$ cat src/rtl/u8u16_pkg.sv
// u8u16_pkg: shared types and constants for the UTF-8 to UTF-16 decoder.
// No dependencies; imported by every module of the block.
`default_nettype none

package u8u16_pkg;

	localparam int unsigned BYTE_W  = 8;
	localparam int unsigned UNIT_W  = 16;
	localparam int unsigned COUNT_W = 10;

	localparam logic [COUNT_W-1:0] MAX_UNITS_RST = 10'd256;

	// lead byte classes
	localparam logic [7:0] ASCII_MASK = 8'h80;
	localparam logic [7:0] LEAD2_MASK = 8'hE0;
	localparam logic [7:0] LEAD2_CODE = 8'hC0;
	localparam logic [7:0] LEAD3_MASK = 8'hF0;
	localparam logic [7:0] LEAD3_CODE = 8'hE0;
	localparam logic [7:0] LEAD_DATA  = 8'h1F;
	localparam logic [7:0] CONT_DATA  = 8'h3F;

	localparam logic [UNIT_W-1:0] REPLACEMENT = 16'h003F; // '?'

	localparam logic [1:0] PEND_NONE = 2'd0;
	localparam logic [1:0] PEND_ONE  = 2'd1;
	localparam logic [1:0] PEND_TWO  = 2'd2;

	typedef struct packed {
		logic [UNIT_W-1:0]  code_unit;
		logic               string_end;
		logic [COUNT_W-1:0] unit_count;
	} unit_t;

endpackage

`default_nettype wire

$ cat src/rtl/u8u16_if.sv
// u8u16_byte_if / u8u16_unit_if: valid/ready channels for input bytes and
// decoded code units. Depends on u8u16_pkg.
`default_nettype none

interface u8u16_byte_if;
	logic                          valid;
	logic                          ready;
	logic [u8u16_pkg::BYTE_W-1:0]  in_byte;

	modport source (output valid, output in_byte, input ready);
	modport sink   (input valid, input in_byte, output ready);
endinterface

interface u8u16_unit_if;
	logic                          valid;
	logic                          ready;
	logic [u8u16_pkg::UNIT_W-1:0]  code_unit;
	logic                          string_end;
	logic [u8u16_pkg::COUNT_W-1:0] unit_count;

	modport source (output valid, output code_unit, output string_end,
		output unit_count, input ready);
	modport sink   (input valid, input code_unit, input string_end,
		input unit_count, output ready);
endinterface

`default_nettype wire

$ cat src/rtl/u8u16_core.sv
// u8u16_core: decode state (accumulator, pending count, unit count, discard
// flag) and the per-byte step; also holds the max_units register.
// Depends on u8u16_pkg.
`default_nettype none

module u8u16_core (
	input  wire logic                         clk,
	input  wire logic                         arst_n,
	input  wire logic                         cfg_we,
	input  wire logic [u8u16_pkg::COUNT_W-1:0] cfg_wdata,
	input  wire logic                         take,
	input  wire logic [u8u16_pkg::BYTE_W-1:0]  byte_in,
	output      logic                         res_valid,
	output      u8u16_pkg::unit_t             res
);
	import u8u16_pkg::*;

	logic [COUNT_W-1:0] max_q;
	logic [UNIT_W-1:0]  acc_q, acc_n;
	logic [1:0]         pend_q, pend_n;
	logic [COUNT_W-1:0] count_q, count_n;
	logic               discard_q, discard_n;
	logic               emit;

	always_ff @(posedge clk or negedge arst_n) begin
		if (!arst_n) begin
			max_q <= MAX_UNITS_RST;
		end else if (cfg_we) begin
			max_q <= cfg_wdata;
		end
	end

	always_comb begin
		acc_n     = acc_q;
		pend_n    = pend_q;
		count_n   = count_q;
		discard_n = discard_q;
		emit      = 1'b0;
		res       = '0;
		if (byte_in == '0) begin
			// terminator; suppressed when the end marker has already gone out
			emit           = !discard_q;
			res.string_end = 1'b1;
			res.unit_count = count_q;
			acc_n          = '0;
			pend_n         = PEND_NONE;
			count_n        = '0;
			discard_n      = 1'b0;
		end else if (discard_q) begin
			emit = 1'b0;
		end else if (pend_q != PEND_NONE) begin
			acc_n  = {acc_q[UNIT_W-7:0], byte_in[5:0] & CONT_DATA[5:0]};
			pend_n = pend_q - 2'd1;
			if (pend_q == PEND_ONE) begin
				emit           = 1'b1;
				count_n        = count_q + 1'b1;
				res.code_unit  = acc_n;
				res.unit_count = count_n;
			end
		end else if (count_q >= max_q) begin
			// limit reached: close the string early, drop until terminator
			emit           = 1'b1;
			res.string_end = 1'b1;
			res.unit_count = count_q;
			acc_n          = '0;
			discard_n      = 1'b1;
		end else if ((byte_in & ASCII_MASK) == '0) begin
			emit           = 1'b1;
			count_n        = count_q + 1'b1;
			res.code_unit  = {{(UNIT_W-BYTE_W){1'b0}}, byte_in};
			res.unit_count = count_n;
		end else if ((byte_in & LEAD2_MASK) == LEAD2_CODE) begin
			acc_n  = {{(UNIT_W-BYTE_W){1'b0}}, byte_in & LEAD_DATA};
			pend_n = PEND_ONE;
		end else if ((byte_in & LEAD3_MASK) == LEAD3_CODE) begin
			acc_n  = {{(UNIT_W-BYTE_W){1'b0}}, byte_in & LEAD_DATA};
			pend_n = PEND_TWO;
		end else begin
			emit           = 1'b1;
			count_n        = count_q + 1'b1;
			res.code_unit  = REPLACEMENT;
			res.unit_count = count_n;
		end
	end

	assign res_valid = take && emit;

	always_ff @(posedge clk or negedge arst_n) begin
		if (!arst_n) begin
			acc_q     <= '0;
			pend_q    <= PEND_NONE;
			count_q   <= '0;
			discard_q <= 1'b0;
		end else if (take) begin
			acc_q     <= acc_n;
			pend_q    <= pend_n;
			count_q   <= count_n;
			discard_q <= discard_n;
		end
	end

endmodule

`default_nettype wire

$ cat src/rtl/u8u16_outbuf.sv
// u8u16_outbuf: result register plus one skid entry; ready upstream is a
// register, so the receiver's ready never reaches the input side.
// Depends on u8u16_pkg.
`default_nettype none

module u8u16_outbuf (
	input  wire logic             clk,
	input  wire logic             arst_n,
	input  wire logic             push,
	input  u8u16_pkg::unit_t      push_data,
	output      logic             can_take,
	output      logic             out_valid,
	input  wire logic             out_ready,
	output      u8u16_pkg::unit_t out_data
);
	import u8u16_pkg::*;

	logic  main_v_q, skid_v_q;
	unit_t main_q, skid_q;
	logic  pop;

	assign pop       = main_v_q && out_ready;
	assign can_take  = !skid_v_q;
	assign out_valid = main_v_q;
	assign out_data  = main_q;

	always_ff @(posedge clk or negedge arst_n) begin
		if (!arst_n) begin
			main_v_q <= 1'b0;
			skid_v_q <= 1'b0;
		end else if (skid_v_q) begin
			if (pop) begin
				skid_v_q <= 1'b0;
			end
		end else if (push) begin
			if (main_v_q && !pop) begin
				skid_v_q <= 1'b1;
			end else begin
				main_v_q <= 1'b1;
			end
		end else if (pop) begin
			main_v_q <= 1'b0;
		end
	end

	always_ff @(posedge clk) begin
		if (skid_v_q) begin
			if (pop) begin
				main_q <= skid_q;
			end
		end else if (push) begin
			if (main_v_q && !pop) begin
				skid_q <= push_data;
			end else begin
				main_q <= push_data;
			end
		end
	end

endmodule

`default_nettype wire

$ cat src/rtl/utf8_to_utf16_decoder.sv
// utf8_to_utf16_decoder: top level of the UTF-8 to UTF-16 (BMP) decoder.
// Depends on u8u16_pkg, u8u16_if, u8u16_core and u8u16_outbuf.
//
// Usage:
//   bytes  - valid/ready request channel, one UTF-8 byte per request; a
//            zero byte terminates the string.
//   units  - valid/ready request channel of results: a code unit with its
//            running count, or an end marker (string_end = 1, code_unit 0)
//            carrying the string's unit count.
//   max_units_we / max_units_wdata - write of the per-string unit limit;
//            write only while the block is idle.
//   Throughput is one byte per cycle while bytes.ready is high. A result is
//   registered in the result register after the decode step, or in the skid
//   entry when the receiver stalls. Lead bytes of multi-byte sequences and
//   bytes dropped after an early end give no result.
//   Reset clears the decode state, empties the result register and skid
//   entry, and sets max_units to 256. When the receiver stalls, one more
//   result is caught in the skid entry and bytes then holds ready low
//   until the receiver takes a result.
`default_nettype none

module utf8_to_utf16_decoder (
	input  wire logic                          clk,
	input  wire logic                          arst_n,
	input  wire logic                          max_units_we,
	input  wire logic [u8u16_pkg::COUNT_W-1:0] max_units_wdata,
	u8u16_byte_if.sink                         bytes,
	u8u16_unit_if.source                       units
);
	import u8u16_pkg::*;

	logic  can_take, take, res_valid, out_valid;
	unit_t res, out_data;

	assign bytes.ready = can_take;
	assign take        = bytes.valid && can_take;

	u8u16_core u_core (
		.clk       (clk),
		.arst_n    (arst_n),
		.cfg_we    (max_units_we),
		.cfg_wdata (max_units_wdata),
		.take      (take),
		.byte_in   (bytes.in_byte),
		.res_valid (res_valid),
		.res       (res)
	);

	u8u16_outbuf u_outbuf (
		.clk       (clk),
		.arst_n    (arst_n),
		.push      (res_valid),
		.push_data (res),
		.can_take  (can_take),
		.out_valid (out_valid),
		.out_ready (units.ready),
		.out_data  (out_data)
	);

	assign units.valid      = out_valid;
	assign units.code_unit  = out_data.code_unit;
	assign units.string_end = out_data.string_end;
	assign units.unit_count = out_data.unit_count;

endmodule

`default_nettype wire

$ cat src/flat_wrapper.sv
// flat-port wrapper written by rule: the top's interface ports become plain ports
module utf8_to_utf16_decoder_flat import u8u16_pkg::*;
  (clk, arst_n, max_units_we, max_units_wdata, bytes_valid, bytes_in_byte, bytes_ready, units_valid, units_code_unit, units_string_end, units_unit_count, units_ready);
  u8u16_byte_if bytes_i ();
  u8u16_unit_if units_i ();
  input  wire logic clk;
  input  wire logic arst_n;
  input  wire logic max_units_we;
  input  wire logic [u8u16_pkg::COUNT_W-1:0] max_units_wdata;
  input wire logic [$bits(bytes_i.valid)-1:0] bytes_valid;
  input wire logic [$bits(bytes_i.in_byte)-1:0] bytes_in_byte;
  output wire logic [$bits(bytes_i.ready)-1:0] bytes_ready;
  output wire logic [$bits(units_i.valid)-1:0] units_valid;
  output wire logic [$bits(units_i.code_unit)-1:0] units_code_unit;
  output wire logic [$bits(units_i.string_end)-1:0] units_string_end;
  output wire logic [$bits(units_i.unit_count)-1:0] units_unit_count;
  input wire logic [$bits(units_i.ready)-1:0] units_ready;
  assign bytes_i.valid = bytes_valid;
  assign bytes_i.in_byte = bytes_in_byte;
  assign bytes_ready = bytes_i.ready;
  assign units_valid = units_i.valid;
  assign units_code_unit = units_i.code_unit;
  assign units_string_end = units_i.string_end;
  assign units_unit_count = units_i.unit_count;
  assign units_i.ready = units_ready;
  utf8_to_utf16_decoder u_core (.clk(clk), .arst_n(arst_n), .max_units_we(max_units_we), .max_units_wdata(max_units_wdata), .bytes(bytes_i), .units(units_i));
endmodule
$ cat config.mk
export PLATFORM = sky130hd
export DESIGN_NAME = utf8_to_utf16_decoder_flat
export DESIGN_NICKNAME = d
export VERILOG_FILES = /design/src/rtl/u8u16_pkg.sv /design/src/rtl/u8u16_if.sv /design/src/rtl/u8u16_core.sv /design/src/rtl/u8u16_outbuf.sv /design/src/rtl/utf8_to_utf16_decoder.sv /design/src/flat_wrapper.sv
export SDC_FILE = /design/constraint.sdc
export NUM_CORES = 1
export LEC_CHECK = 0
export BUFFER_PORTS_ARGS = -buffer_cell sky130_fd_sc_hd__clkbuf_2
export CAP_MARGIN = 40
export CORE_UTILIZATION = 45
export DETAILED_ROUTE_END_ITERATION = 16
export HOLD_SLACK_MARGIN = 0.06
export PLACE_DENSITY = 0.71
export SLEW_MARGIN = 0
export SYNTH_ARGS = -nofsm -noshare
export SYNTH_HDL_FRONTEND = slang
export SYNTH_SLANG_ARGS = --single-unit
$ cat constraint.sdc
create_clock -name clk -period 3.8 [get_ports clk]
set_input_delay 0.38 -clock clk [delete_from_list [all_inputs] [get_ports clk]]
set_output_delay 0.38 -clock clk [all_outputs]
set_load 0.05 [all_outputs]
# ---- Yosys cells after proc, flatten, opt, wreduce, memory -nomap -nowiden
# Cells that the tools add are included.
dict set report op_classes {
  addsub 2
  order_cmp 1
  eq_ne 13
  muxes 60
  bitwise 1
  n_reduce_logical 20
}
# operator count
set ops {}
lappend ops {{10-bit two-way mux} 21}
lappend ops {{27-bit two-way mux} 5}
lappend ops {{16-bit two-way mux} 3}
lappend ops {{1-bit two-way mux} 19}
lappend ops {{8-bit logical NOT} 2}
lappend ops {{8-bit two-way mux} 2}
lappend ops {{2-bit two-way mux} 7}
lappend ops {{6-bit two-way mux} 2}
lappend ops {{4-bit inequality test (second input constant)} 3}
lappend ops {{11-bit two-way mux} 1}
lappend ops {{10-bit by 1-bit adder with 10-bit output (second input constant)} 1}
lappend ops {{10-bit >= comparator} 1}
lappend ops {{3-bit AND reduction} 3}
lappend ops {{3-bit inequality test (second input constant)} 2}
lappend ops {{6-bit AND reduction} 1}
lappend ops {{2-bit nonzero test} 3}
lappend ops {{5-bit AND reduction} 1}
lappend ops {{5-bit nonzero test} 1}
lappend ops {{4-bit equality test (second input constant)} 1}
lappend ops {{1-bit logical AND} 4}
lappend ops {{2-bit by 1-bit inequality test with 1-bit output (second input constant)} 2}
lappend ops {{2-bit inequality test (second input constant)} 2}
lappend ops {{4-bit AND reduction} 1}
lappend ops {{4-bit nonzero test} 1}
lappend ops {{other kinds (6)} 8}
dict set report word_totals {
  register_bits 89
  input_bits 23
  output_inout_bits 29
  word_cells 110
}

# ---- Logic depth before layout (Yosys ltp)
# Gate-level depths: netlist (run 1).
dict set report depth {
  depth_word 11
  ltp_mapped 11
  mapped_depth_nobuf 10
}

# ---- Cells and area by module
# Synthesis (run 1) repeated with hierarchy kept, for this count alone.
dict set report unflattened {
  cells_unflattened 368
  hier_area_um2 4580.6
}
# mod n_inst cells_per_inst area_per_inst_um2 seq_area_each_um2
set modules_own_cells {}
lappend modules_own_cells {u8u16_core 1 271 2383.5 827.0}
lappend modules_own_cells {u8u16_outbuf 1 96 2190.9 1671.6}
lappend modules_own_cells {utf8_to_utf16_decoder 1 1 6.3 0.0}

# ---- Least setup slack after synthesis (run 1)
# Ideal clock, no wire load.
dict set report synth_timing {
  path_type {reg-to-reg}
  start {register u_core.u_core.max_q[8]}
  end {register u_core.u_outbuf.main_q, in the netlist u_core.u_outbuf.out_data[0], enable pin}
  setup_ns 0.420
  t_arrival_ns 3.119
  t_required_ns 3.380
  path_slack_ns 0.261
  stages_incl_launch_ff 9
  path_buffers 0
  synth_period_minus_slack_ns 3.539
  path_cell_list {dfstp_2 inv_1 ha_1 nand4_2 o311ai_1 nor4_1 o21ai_0 nand2_1 a21oi_1}
}
dict set report synth_via {
  elab_chain_len 8
}
# element line_no
set synth_rtl {}
lappend synth_rtl {{from (decl)} u8u16_core.sv:18} ;# logic [COUNT_W-1:0] max_q;
lappend synth_rtl {{from (signal assigned)} u8u16_core.sv:29} ;# max_q <= cfg_wdata;
lappend synth_rtl {{10-bit >= comparator} u8u16_core.sv:60} ;# end else if (count_q >= max_q) begin
lappend synth_rtl {{1-bit two-way mux} u8u16_core.sv:60}
lappend synth_rtl {{1-bit two-way mux} u8u16_core.sv:51} ;# end else if (pend_q != PEND_NONE) begin
lappend synth_rtl {{1-bit two-way mux} u8u16_core.sv:49} ;# end else if (discard_q) begin
lappend synth_rtl {{1-bit two-way mux} u8u16_core.sv:40} ;# if (byte_in == '0) begin
lappend synth_rtl {{1-bit logical AND} u8u16_core.sv:86} ;# assign res_valid = take && emit;
lappend synth_rtl {{2-bit nonzero test (no line)} --}
lappend synth_rtl {{3-bit AND reduction (no line)} --}
lappend synth_rtl {{to (signal assigned)} u8u16_outbuf.sv:49} ;# main_q <= skid_q;
lappend synth_rtl {{to (signal assigned)} u8u16_outbuf.sv:55} ;# main_q <= push_data;
lappend synth_rtl {{to (decl)} u8u16_outbuf.sv:19} ;# unit_t main_q, skid_q;
# Every way passes these cells.
# A chain may end at the register's enable or synchronous reset.

# ---- Worst setup path after layout (run 1)
dict set report layout_timing {
  start {register u_core.u_core.count_q[0]}
  end {register u_core.u_outbuf.main_q, in the netlist u_core.u_outbuf.out_data[2] (data pin)}
}
dict set report layout_via {
  elab_chain_len 11
  elab_cells_between_ends 13
  classes_between {1 x add/sub; 1 x order compare; 11 x mux}
}
# element line_no
set layout_rtl {}
lappend layout_rtl {{from (decl)} u8u16_core.sv:21} ;# logic [COUNT_W-1:0] count_q, count_n;
lappend layout_rtl {{from (signal assigned)} u8u16_core.sv:97} ;# count_q <= count_n;
lappend layout_rtl {{10-bit by 1-bit adder with 10-bit output} {u8u16_core.sv:56, u8u16_core.sv:69, u8u16_core.sv:80}}
lappend layout_rtl {{10-bit two-way mux} u8u16_core.sv:75} ;# end else if ((byte_in & LEAD3_MASK) == LEAD3_CODE) begin
lappend layout_rtl {{10-bit two-way mux} u8u16_core.sv:72} ;# end else if ((byte_in & LEAD2_MASK) == LEAD2_CODE) begin
lappend layout_rtl {{10-bit two-way mux} u8u16_core.sv:67} ;# end else if ((byte_in & ASCII_MASK) == '0) begin
lappend layout_rtl {{10-bit two-way mux} u8u16_core.sv:60}
lappend layout_rtl {{10-bit two-way mux *} u8u16_core.sv:51}
lappend layout_rtl {{27-bit two-way mux *} u8u16_core.sv:49}
lappend layout_rtl {{11-bit two-way mux *} u8u16_core.sv:40}
lappend layout_rtl {{27-bit two-way mux *} u8u16_outbuf.sv:52} ;# if (main_v_q && !pop) begin
lappend layout_rtl {{27-bit two-way mux *} u8u16_outbuf.sv:51} ;# end else if (push) begin
lappend layout_rtl {{27-bit two-way mux *} u8u16_outbuf.sv:47} ;# if (skid_v_q) begin
# Every way passes the cells marked *; elsewhere a longest branch is shown, timed or not. The select of a mux whose other input is x is not followed.

==> results of run 1 <==
==> cells by family (layout without fill, tap and decap cells) <==
group,after synthesis,in the layout
and+or+nand+nor,126,126
AOI/OAI and AO/OA,104,104
DFF,89,89
buffers and inverters,42,94
muxes,22,22
adders and majority gates,11,11
xor gates and xnor gates,1,1
==> worst max-delay path, cell delays in order, from the launching register on <==
cell and delay [ps]:
dfrtp_1 480, inv_1 70, ha_1 260, nand2b_1 130, a21oi_1 280, o311a_4 230, a31o_1 370, nand2_1 390
o211a_1 380, o31ai_1 270
==> report_power, final <==
group	switching (mW)	internal [mW]	leakage (nW)
Sequential	0.161	1.38	0.953
Clock	0.354	0.377	0.113
Combinational	1.11	0.444	1.05
==> final timing paths <==
kind | endpoint | from | slack, ps | depth (start not counted)
min | u_core.u_core.max_q[5] | max_units_wdata[5] | 220 | 3
max in group asynchronous | u_core.u_core.max_q[8] | arst_n | 2760 | 3
min reg2reg | u_core.u_core.acc_q[8] | u_core.u_core.acc_q[8] | 480 | 2
max | u_core.u_outbuf.out_data[2] | u_core.u_core.count_q[0] | 760 | 9
max reg2reg | u_core.u_outbuf.out_data[2] | u_core.u_core.count_q[0] | 760 | 9
min in group asynchronous | u_core.u_core.max_q[0] | arst_n | 500 | 2
==> cell usage in the layout (no fill, tap or decap), types with 3 or more instances in the layout <==
master / count
a21oi_1: 20
a31oi_1: 11
and2_1: 11
and3_1: 7
buf_4: 5
clkbuf_2: 51
clkbuf_8: 9
dfrtp_1: 34
edfxtp_1: 54
ha_1: 11
inv_1: 19
mux2_2: 18
mux2i_1: 3
nand2_1: 46
nand3_1: 12
nand4_1: 6
nor2_1: 23
nor3_1: 4
nor4_1: 3
o21ai_0: 40
o31ai_1: 13
==> area by class of cell <==
class                           count  area share (%)
Inverter                           20            1.51
Timing Repair Buffer               58            6.64
Tap cell                          129            3.24
Multi-Input combinational cell    264            33.9
Sequential cell                    89            50.2
Clock buffer                        9            2.49
Clock inverter                      7            2.04
==> state kept, by name (all words and copies together) (netlist names) <==
register and count:
u_core.u_core.acc_q 10, u_core.u_core.count_q 10, u_core.u_core.discard_q 1, u_core.u_core.max_q 10
u_core.u_core.pend_q 2, u_core.u_outbuf.out_data 27, u_core.u_outbuf.out_valid 1, u_core.u_outbuf.skid_q 27
u_core.u_outbuf.skid_v_q 1
==> layer usage <==
layer  vias to the layer above  GRT usage [%]  part of all wire [%]
li1                       1548              -                     -
met4                         0           7.80                   1.7
met5                         -              0                     0
met2                       136           31.2                    45
met3                        18           4.87                   6.4
met1                      1528           28.2                    46
==> timing repair <==
action / in CTS / in global routing
hold endpoints to repair: 15 / 0
endpoints found under the setup margin: 0 / 0
hold buffers: 1 / 0
gates resized for setup: 0 / 0
==> per-stage QoR <==
step | hold slack [ps] | cell area, sq um | power [mW] | util, % | worst slack [ps]
6_report | 220 | 4970 | 3.83 | 53.6 | 756
5_1_grt | 231 | 4970 | 4.05 | 53.6 | 554
4_1_cts | 210 | 4970 | 3.85 | 53.6 | 760
3_3_place_gp | 456 | 4710 | 3.06 | 50.8 | 917
3_5_place_dp | 358 | 4740 | 3.11 | 51.1 | 847
2_1_floorplan | 84.4 | 4350 | 2.74 | - | 261
==> run metrics, run 1 <==
clock-pin slew on the worst setup and hold paths=100 ps; H-tree levels=3; Max Cap Violations=0; clock buffer depth=2; unrepaired setup endpoints after global routing=false; Routed WL=~9500 um; initial antenna violation count=0; Cell variety after synth=52; Synth Area in Adders=3.16%; clock latency on the worst-skew pair=360 ps; ys flop type=edfxtp_1; ANT nets after route=0; fin. max-slew vios=0; top cell type's share of synthesized area=about 37%; Synth Cell Area=4350 sq um; Final setup viols=0; placed cells=559; starting density of the core=46.9%; global-route wire length before repair=15700 um; root buf cell=clkbuf_8; vias=3230; most frequent cell after synthesis=edfxtp_1; ys async rst share=39.3%; EDFF count, synth=54; initial DRC count=287; Finished Layout Cells=576; area grow syn2layout=14.4%; Hold Crit Class=input pin to register; clock sinks=89; Pleak=2.12 nW; simple-gate share of the synthesized area=14.2%; vias per inst=5.61; crit end category=register; DRC=0; HPWL after DPL=6580 um; die width=100 um; Die Ht=100 um; largest net degree at the start of global routing=28; cell count after synthesis=approximately 400; Slew headroom=a little under two fifths; Synth Net Count=around 430; post-synth top area cell=edfxtp_1; Synth Area in Compound Gates=15.4%; GRT overflow=0; Critical Path AT=3220 ps; share of cells above drive strength 1=23.3%; fmax=0.328 GHz; CTS Buf Count=9; all-layer global routing usage=about a fifth; fin crit share=80.1%; largest family of logic cells by synthesized area=compound AO/OA/AOI/OAI gates; Worst Path Max Fanout=14; most instantiated cells after synthesis=edfxtp_1 (54), nand2_1 (46), o21ai_0 (40); post-synthesis mux area share=5.69%; status=finished, final reports clean; Power Dens Cells=770 nW/um^2; FILL cells=838; final clock skew=between 10 and 15 ps; area of the multi-input gates=1680 sq um; die area=10100 sq um; Seq/Total Area, Yosys=57.4%; synth top area cells=edfxtp_1 (37%), dfrtp_1 (20%), mux2_2 (4.7%); flops & latches, synth=89; vias in the first global route=3111; TritonCTS clock tree=yes; Setup Buffers After CTS=0; WL/cell=16.4 um; CP required=a little under 4000 ps; I/O pin count=52; Storage cell area=~2500 sq um; Setup Crit Path Kind=register to register; Worst Setup Start Kind=register; Ys Warns=0; RD Place Congestion=approximately 0.90; setup_tns=0 ps; nets@finish=roughly 480; VDD IR max=0.296 mV; total core area=9280 sq um; XOR/XNOR Fraction of Synth Area=0.201%; Rows=35; Slew @ Worst Pin=937 ps; drt first pass iters=5; Diodes inserted=0; Tmin final=3040 ps; PortBufs=51; syn_area_per_cell=approximately 11 sq um; final hold violation count=0
(Power assumes the default switching activity.)
==> inputs of run 2 (changes only) <==
--- a/config.mk
+++ b/config.mk
@@ -5,12 +5,13 @@
 export SDC_FILE = /design/constraint.sdc
 export NUM_CORES = 1
 export LEC_CHECK = 0
+export ABC_AREA = 1
 export BUFFER_PORTS_ARGS = -buffer_cell sky130_fd_sc_hd__clkbuf_2
 export CAP_MARGIN = 40
 export CORE_UTILIZATION = 45
 export DETAILED_ROUTE_END_ITERATION = 16
 export HOLD_SLACK_MARGIN = 0.06
-export PLACE_DENSITY = 0.71
+export PLACE_DENSITY = 0.73
 export SLEW_MARGIN = 0
 export SYNTH_ARGS = -nofsm -noshare
 export SYNTH_HDL_FRONTEND = slang
==> constraint.sdc (replaced) <==
create_clock -name clk -period 2.5 [get_ports clk]
set_input_delay 0.25 -clock clk [delete_from_list [all_inputs] [get_ports clk]]
set_output_delay 0.25 -clock clk [all_outputs]
set_load 0.05 [all_outputs]
==> run metrics, run 2 <==
Min-Delay Path Depth=3 (unchanged); Worst Path Buf+Inv=2 (+1); global-route wire length before repair=15700 um (+0.36%); clock latency on the worst-skew pair=370 ps (about the same); DRC=0 (unchanged); die area=10700 sq um (+6.5%); Diodes inserted=0 (unchanged); crit-path cells=inv_1, ha_1, nand2_1, nor2_1, nand3_1, nand3_4, o21ai_0, nand2_1, nand2_2, o21ai_4, buf_12; initial antenna violation count=0 (unchanged); vias=3406 (+5.4%); ANT nets after route=0 (unchanged); CP max-delay cell=dfstp_2; CTS Buf Count=9 (unchanged); CP top delay family=simple AND/OR/NAND/NOR gates; Layout Utilization=54.1% (+0.50 points); status=finished, final reports clean; Tmin final=2330 ps (-712 ps); Ys Warns=0 (unchanged); TritonCTS clock tree=yes; Slew headroom=66.4% (+29 points); ys flop type=edfxtp_1; commonest non-fill, non-tap cell in the layout=nand2_1; I/O pin count=52 (unchanged); share of cells above drive strength 1=24.1% (+0.85 points); nets@finish=593 (+25%); Storage cell area=2500 sq um (about the same); clock-pin slew on the worst setup and hold paths=100 ps (about the same); initial DRC count=234 (-18%); Worst Setup Start Kind=register; Reg2Reg Depth=11 (+2); FILL cells=867 (+3.5%); Synth Net Count=532 (+24%); WP depth=11 (+2); crit end category=register; final clock skew=17.1 ps (+2.29 ps); largest net degree at the start of global routing=30 (+7.1%); root buf cell=clkbuf_8; final hold violation count=0 (unchanged); Fin Hold WS=73.7 ps (-146 ps); WL/cell=13.1 um (-20%); Critical Path AT=2400 ps (-820 ps); GRT overflow=0 (unchanged); dpl ws=154 ps (-692 ps); most frequent cells in the layout=nand2_1 (189), edfxtp_1 (54), clkbuf_2 (51); setup_tns=0 ps (unchanged); Routed WL=9100 um (-3.7%); Pleak=2.47 nW (+17%); Die Ht=104 um (+3.2%); area of the multi-input gates=1840 sq um (+9.5%); H-tree levels=3 (unchanged); Worst Path Max Fanout=27 (+13); HPWL after DPL=6580 um (about the same); VDD IR max=0.420 mV (+42%); EDFF count, synth=54 (unchanged); vias per inst=4.89 (-13%); most instantiated cells after synthesis=nand2_1 (191), edfxtp_1 (54), inv_1 (46); Cell variety after synth=45 (-13%); Final WS setup=167 ps (-588 ps); PortBufs=51 (unchanged); clock sinks=89 (unchanged); HP Start=max_units_wdata[9]; post-synth top area cell=edfxtp_1; Final setup viols=0 (unchanged); synth top area cells=edfxtp_1 (35%), dfrtp_1 (18%), nand2_1 (15%); fin. max-slew vios=0 (unchanged); drt first pass iters=4 (-1); ys async rst share=39.3% (unchanged); Rows=36 (+2.9%); Power Dens Cells=698 nW/um^2 (-9.3%); Slew @ Worst Pin=499 ps (-437 ps); starting density of the core=47.0% (+0.17 points); top cell type's share of synthesized area=35.0% (-2.3 points); CP required=2570 ps (-1400 ps); Hold Crit Class=input pin to register; fmax=0.429 GHz (+31%); clock buffer depth=2 (unchanged); unrepaired setup endpoints after global routing=false; Setup Crit Path Kind=register to register; Worst path max stage delay=530 ps (+50 ps); Critical Path Start=u_core.u_core.max_q[8]; total core area=9860 sq um (+6.3%); worst r2r src=u_core.u_core.max_q[8]; vias in the first global route=3246 (+4.3%); area grow syn2layout=15.0%; RD Place Congestion=0.894 (-0.59%); syn_area_per_cell=9.32 sq um (-15%); all-layer global routing usage=18.3% (-2.0 points); most frequent cell after synthesis=nand2_1; fin crit share=93.3% (+13 points); Seq/Total Area, Yosys=53.9% (-3.6 points); Max Cap Violations=0 (unchanged); cell mode on critical path=nand2_1; cell count after synthesis=498 (+26%); flops & latches, synth=89 (unchanged); Synth Cell Area=4640 sq um (+6.6%); Final Power=3.73 mW (-2.8%); die width=104 um (+3.2%)
==> run 2: cell families after synthesis <==
group | Yosys count | synth area share [%]
simple gates | 267 | 27.6
fa+ha+maj | 11 | 2.97
xor+xnor | 7 | 1.32
mux | 1 | 0.243
buf+inv | 74 | 7.07
compound gates | 49 | 6.99
flops | 89 | 53.9
==> run 2: metrics by stage <==
step           cells  cell area, sq um
6_report         697              5340
5_1_grt          697              5340
4_1_cts          696              5320
3_5_place_dp     678              5090
3_3_place_gp     677              5070
2_1_floorplan    498              4660
==> run 2: area by class of cell <==
type / instances / area share (%)
Sequential cell: 89 / 46.9
Multi-Input combinational cell: 335 / 34.6
Timing Repair Buffer: 67 / 7.60
Inverter: 57 / 4.01
Tap cell: 133 / 3.12
Clock buffer: 9 / 2.32
Clock inverter: 7 / 1.52
==> run 2: path summary, 6_finish.rpt <==
path | endpoint | slack (ps)
max | u_core.u_outbuf.out_data[5] | 170
min | u_core.u_core.max_q[9] | 70
max reg2reg | u_core.u_outbuf.out_data[5] | 170
min reg2reg | u_core.u_core.max_q[8] | 500
max in group asynchronous | u_core.u_core.max_q[8] | 1660
min in group asynchronous | u_core.u_core.acc_q[0] | 320
==> run 2: tightest hold or removal path, stage by stage <==
cell	delay [ps]
clkbuf_2	70
nand2_1	30
o21ai_0	50
==> run 2: power by group <==
group	switching, mW	internal (mW)
registers	0.110	1.72
logic	0.611	0.285
clock network	0.600	0.401
total	1.32	2.40
==> run 2: what timing repair did <==
| item | in CTS | in global routing |
|---|---|---|
| endpoints found under the hold margin | 13 | 0 |
| setup endpoints to repair | 0 | 73 |
| buffers inserted | 0 | 1 |
| hold buffers | 2 | 0 |
| gates resized for setup | 0 | 3 |
==> run 2: per-layer routing <==
metal,vias to the layer above,wire (um),GRT usage [%]
met5,-,0,0
met4,0,104,5.07
met2,109,4170,28.8
li1,1733,-,-
met1,1555,4270,25.3
met3,9,560,4.53
